### src/rtl/core/mhjs_ram.sv
// ----------------------------------------------------------------------------
// mhjs_ram: generic RAM, one write port and two registered read ports
// ----------------------------------------------------------------------------
module mhjs_ram #(
  parameter  int WIDTH  = 8,
  parameter  int DEPTH  = 2,
  localparam int ADDR_W = (DEPTH > 1) ? $clog2(DEPTH) : 1
) (
  input  logic              clk,
  input  logic              we,
  input  logic [ADDR_W-1:0] waddr,
  input  logic [WIDTH-1:0]  wdata,
  input  logic [ADDR_W-1:0] raddr_a,
  input  logic [ADDR_W-1:0] raddr_b,
  output logic [WIDTH-1:0]  rdata_a,
  output logic [WIDTH-1:0]  rdata_b
);

  logic [WIDTH-1:0] mem_r [DEPTH];

  always_ff @(posedge clk) begin
    if (we) begin
      mem_r[waddr] <= wdata;
    end
    rdata_a <= mem_r[raddr_a];
    rdata_b <= mem_r[raddr_b];
  end

endmodule
### config.mk
export PLATFORM = sky130hd
export DESIGN_NAME = mhjs_ram
export DESIGN_NICKNAME = d
export VERILOG_FILES = /design/src/rtl/core/mhjs_ram.sv
export SDC_FILE = /design/constraint.sdc
export NUM_CORES = 1
export LEC_CHECK = 0
export ABC_AREA = 1
export BUFFER_PORTS_ARGS = -buffer_cell sky130_fd_sc_hd__buf_2
export CAP_MARGIN = 40
export CORE_MARGIN = 3
export CORE_UTILIZATION = 52
export CTS_BUF_LIST = sky130_fd_sc_hd__clkbuf_4 sky130_fd_sc_hd__clkbuf_8 sky130_fd_sc_hd__clkbuf_16
export DETAILED_ROUTE_END_ITERATION = 10
export PLACE_DENSITY = 0.86
export SLEW_MARGIN = 25
export SYNTH_ARGS = -nofsm -noshare
export SYNTH_HDL_FRONTEND = slang
export SYNTH_SLANG_ARGS = --single-unit
### constraint.sdc
create_clock -name clk -period 2.45 [get_ports clk]
set_clock_uncertainty 0.05 [all_clocks]
set_input_delay 0.49 -clock clk [delete_from_list [all_inputs] [get_ports clk]]
set_output_delay 0.49 -clock clk [all_outputs]
set_load 0.1 [all_outputs]
# After elaboration in Yosys (flattened, before gate mapping)
# Memories as Yosys holds them, arrays and structs flattened. A register that Yosys moved wholly into a read port is not among the register bits.
# Cells that the tools add are included.
dict set report word_totals {
  reg_bits 0
  ramBits 16
  wordCells 3
  n_memories 1
}
dict set report op_classes {
  n_mux 2
}
# name words word_bits rd rd_ports_with_merged_regs wr line_no
set mem_list {}
lappend mem_list {mem_r 2 8 2 2 1 19} ;# logic [WIDTH-1:0] mem_r [DEPTH];
# cell count
set ops {}
lappend ops {{1-bit two-way mux} 2}

# Logic depth before layout (Yosys ltp)
# Gate-level depths: netlist of run 1.
dict set report depth {
  word_depth 2
  mapped_depth 4
}

# Least setup slack after synthesis of run 1
# No wires, ideal clock.
dict set report synth_timing {
  path_type {register -> output}
  start {register rdata_a[0] (read register of mem_r)}
  end {output rdata_a[0]}
  arrival_ps 909
  required_time_ps 1910
  slack_ps 1001
  path_stages_with_launch 1
  path_buffers 0
  cell_sequence {dfxtp_1}
}
# item line_no
set synth_lines {}
lappend synth_lines {{start: declaration} 15} ;# output logic [WIDTH-1:0] rdata_a,
# No word-level cell between the ends.

# Final worst setup path of run 1
dict set report layout_timing {
  start {register rdata_a[6] (read register of mem_r)}
  end {output rdata_a[6]}
}
# No word-level cell between the ends.

==> run metrics, run 1 <==
grt total ovfl 0; syn nets 101; largest net degree at the start of global routing 10; met1 Use GR 13.1%; #FFs+latches synth 32; CP Launch Type register; FF/Latch Area approximately 800 µm²; die width approximately 50 µm; CP max-delay cell buf_2; Critical Path RT ~1.9 ns; Via density roughly 4.4; WP buf/inv 1; CP Cell Sequence buf_2; final hold violations 0; Synth cell types 7; min Tclk post-route 1.58 ns; Final Max Slew Viols 0; fillers 132; port bufs 28; Tightest Pin Transition 0.623 ns; MaxCap Viol Count 0; Total Nets Final 134; clk sinks 32; dpl ws 0.905 ns; CP top delay family buffers and inverters; Critical Path Max Stage Delay 0.41 ns; first-pass GRT wire length 2290 µm; RSZ-0062 raised after global routing no; Initial Util 56.9%; DR pass1 iterations 4; Tcrit/Tclk final 64.4%; WL/cell approximately 9.8 µm; mapped cell area 0.00103 mm²; post-route ant nets 0; Ys Warns 0; status completed; Routed WL between 1000 and 1500 µm; # resized after CTS 0; Peak VDD IR 0.000468 V; post-CTS setup buffer count 0; via count roughly 650; H-tree depth 2; Finished Core Util 68.9%; row count 15; Worst R2R Start mem_r[0][1]$_DFFE_PP_; CTS tree yes; Core Region 0.00180 mm²; f_max roughly 0.63 GHz; Crit Path Class reg -> out; # IOs 29; Detailed Route Iter0 Violations 4; reg2reg end rdata_b[1]$_DFF_P_; dpl hpwl 1110 µm; CTS buffer count 5; WP data arrival approximately 1.0 ns; Clock Tree Buf Depth 2; final number of setup-violating endpoints 0; latest clock arrival within the worst-skew pair 0.31 ns; Post-route DRC 0; register area share after synthesis between 70% and 80%; Multi-input gate area roughly 190 µm²; CTS Root Cell clkbuf_4; synthesized netlist cell count 88; post-route setup TNS 0 ns; Hold Path Depth 1; Die ar. 0.00254 mm²; Crit. End Element output pin; initial antenna violation count 0; RePlAce Congestion between 0.7 and 0.8; Critical Path Fanout Max 1; final worst slack 0.872 ns; ANT cells 0; syn avg cell area 11.7 µm²; layout cells sized above 1 between 30% and 40%; clock transition at the registers of the reported paths approximately 0.08 ns; Hold Path Origin wdata[1]; Layout area overhead 21.0%; Reg2Reg Depth 2; vias in the first global route around 530; pwr dens 945 mW/mm²; worst rel slew slack 58.3%; Top Usage Layer GRT met2; Global Route Usage Sum a little over an eighth; Chip Height 50.4 µm; met3 GRT Util ~5.6%; FF-to-FF setup slack 1.74 ns; Lkg Pwr 0.000605 µW; overall power 1170 µW; Post-CTS Hold Fix Bufs 0; met2 GRT Util 20.2%; Worst Hold End mem_r[1][1]$_DFFE_PP_; worst hold-check path type in -> reg
==> metrics by stage <==
stage	instances	hold slack [ns]	instance area, µm²
6_report	147	0.310	1240
5_1_grt	147	0.293	1240
4_1_cts	147	0.288	1240
3_5_place_dp	139	0.403	1170
3_3_place_gp	139	0.402	1170
2_1_floorplan	88	0.388	1030
==> layer usage <==
metal / part of all wire (%) / vias to the layer above / wire [µm]
met3: 7.7 / 3 / 111
met5: 0 / - / 0
met4: 2.0 / 0 / 29
met2: 46 / 25 / 671
li1: - / 341 / -
met1: 44 / 276 / 634
==> registers in the layout (all words and copies together), names as in the netlist <==
signal / flops
mem_r: 16
rdata_a: 8
rdata_b: 8
==> cell families after synthesis <==
family / synth area share, %
buf+inv: 3.66
flops: 78.0
simple gates: 18.3
==> placed cells by master (no fill, tap or decap) <==
cell type,count
edfxtp_1,16
nand2_1,49
clkbuf_4,7
nor2_1,1
inv_2,2
clkbuf_8,1
buf_2,28
dfxtp_1,16
inv_1,2
==> worst register-to-register path, delay by kind of cell (launching register included) <==
family,cells,cell delay (ns)
and+or+nand+nor,2,0.15
DFF,1,0.41
==> final cells by class <==
cell class	count	share of cell area (%)
clock buffers	8	5.34
inverters	4	1.21
multi-input cells	50	15.1
flip-flops and latches	32	64.5
well taps	25	2.52
repair buffers	28	11.3
==> worst max-delay path by stage <==
stage	from	end	slack [ns]	depth (start not counted)
global route	rdata_a[5]$_DFF_P_	rdata_a[5]	0.80	1
finish	rdata_a[6]$_DFF_P_	rdata_a[6]	0.87	1
global placement	waddr	mem_r[0][2]$_DFFE_PP_	0.98	2
CTS	rdata_a[6]$_DFF_P_	rdata_a[6]	0.85	1
detailed placement	waddr	mem_r[0][1]$_DFFE_PP_	0.90	2
floorplan	rdata_a[0]$_DFF_P_	rdata_a[0]	1.00	0
==> power by group <==
| part | internal, µW | total (µW) | switching [µW] |
|---|---|---|---|
| clock network | 164 | 312 | 149 |
| logic | 33.1 | 242 | 209 |
| registers | 605 | 619 | 13.2 |
==> Yosys cell counts (all sizes together) <==
library cell	n	area share, %
buf	2	2.2
dfxtp	16	31
edfxtp	16	47
inv	4	1.5
nand2	49	18
nor2	1	0.37
Power figures use the tool's default switching activity.
==> run 2: changes to the inputs <==
Settings changed: CORE_UTILIZATION 52 to 49, PLACE_DENSITY 0.86 to 0.82.
Clock period 2.45 ns to 1.55 ns, I/O delays scaled along.
==> run metrics, run 2 (synthesis results as in run 1) <==
post-route setup TNS 0 ns; Critical Path Max Stage Delay 0.42 ns; CP top delay family buffers and inverters; Routed WL 1470 µm; post-route ant nets 0; Clock Tree Buf Depth 2; # resized after CTS 0; Largest register FFs 16; CP max-delay cell buf_2; Crit Path Class reg -> out; post-CTS setup buffer count 0; worst hold-check path type in -> reg; largest net degree at the start of global routing 11; CP Launch Type register; Reg2Reg Depth 2; port bufs 28; Worst R2R Start mem_r[0][7]$_DFFE_PP_; row count 15; Global Route Usage Sum 13.3%; Tightest Pin Transition 0.489 ns; Biggest register mem_r; DR pass1 iterations 5; # IOs 29; largest registers mem_r: 16 flops, rdata_a: 8 flops, rdata_b: 8 flops; worst rel slew slack 67.7%; Detailed Route Iter0 Violations 12; clock transition at the registers of the reported paths 0.09 ns; Hold Path Origin wdata[5]; WL/cell just under 10 µm; Hold Path Depth 1; RSZ-0062 raised after global routing no; final number of setup-violating endpoints 0; reg2reg end rdata_a[7]$_DFF_P_; grt total ovfl 0; overall power 1890 µW; first-pass GRT wire length roughly 2400 µm; Via density 4.49; Post-route DRC 0; MaxCap Viol Count 0; Worst Hold End mem_r[1][5]$_DFFE_PP_; Total Nets Final 135; Peak VDD IR slightly above 0.0008 V; CP Cell Sequence buf_2; Core Region 0.00186 mm²; pwr dens 1500 mW/mm²; latest clock arrival within the worst-skew pair 0.32 ns; Crit. End Element output pin; FF-to-FF setup slack 0.85 ns; dpl hpwl 1120 µm; most common cell after layout, fill and taps aside nand2_1; final hold violations 0; Die ar. 0.00268 mm²; clk sinks 32; initial antenna violation count 0; Final Max Slew Viols 0; ANT cells 0; RePlAce Congestion 0.854; Post-CTS Hold Fix Bufs 0; CTS Root Cell clkbuf_4; fillers between 100 and 150; Layout area overhead 22.3%; via count 664; Initial Util 55.2%; WP buf/inv 1; Chip Height 51.8 µm; status completed; die width approximately 52 µm; Tcrit/Tclk final between 90% and 100%; vias in the first global route 586; H-tree depth 2; WP data arrival approximately 1.1 ns; CTS tree yes; Critical Path RT about 1.2 ns; min Tclk post-route 1.41 ns; most frequent cells in the layout nand2_1, buf_2, edfxtp_1, dfxtp_1, clkbuf_4; CTS buffer count 5; layout cells sized above 1 between 30% and 40%; Lkg Pwr 0.000612 µW; f_max 0.709 GHz; Critical Path Fanout Max 1
==> run 2: cell count changes in the layout (fill, tap and decap cells not counted) <==
cell      delta
clkbuf_4     -1
buf_4        +1
clkbuf_8     +1
==> run 2: how the worst max path moves through the flow <==
stage,depth (start not counted),end,start
finish,1,rdata_b[6],rdata_b[6]$_DFF_P_
global route,1,rdata_b[1],rdata_b[1]$_DFF_P_
CTS,1,rdata_b[6],rdata_b[6]$_DFF_P_
detailed placement,3,mem_r[1][3]$_DFFE_PP_,waddr
global placement,1,rdata_a[5],rdata_a[5]$_DFF_P_
floorplan,0,rdata_a[0],rdata_a[0]$_DFF_P_
==> run 2: per-layer routing <==
metal  share of wire (%)  GRT usage, %  vias up
li1                    -             -      348
met5                   0             0        -
met2                  49          21.4       24
met1                  41          12.8      286
met3                 7.5          6.88        6
met4                 2.7          9.61        0
==> run 2: worst register-to-register path, cell delays in order (launching register included) <==
cell and delay (ns):
edfxtp_1 0.41, nand2_1 0.09, nand2_1 0.05
==> run 2: final cells by class <==
type                       count  area (µm²)  area share [%]
clock buffer                   8        72.6            5.78
inverter                       4        15.0            1.20
sequential                    32         801            63.8
tap                           25        31.3            2.49
multi-input combinational     50         188            15.0
timing repair buffer          29         148            11.8
==> run 2: power breakdown <==
part / internal, µW / switching (µW) / total [µW]
Sequential: 957 / 20.9 / 978
Combinational: 54.1 / 332 / 386
Clock: 284 / 239 / 523
Total: 1290 / 591 / 1890
==> run 2: stage by stage <==
step                worst slack (ns)  hold slack, ns  instances  utilization (%)  instance area [µm²]
global route                  0.0766          0.0998        148             67.5                 1250
finish                         0.139           0.125        148             67.5                 1250
global placement               0.494           0.402        140             63.6                 1180
detailed placement             0.469           0.401        140             63.6                 1180
CTS                            0.117           0.112        148             67.5                 1250
floorplan                      0.281           0.359         88                -                 1030
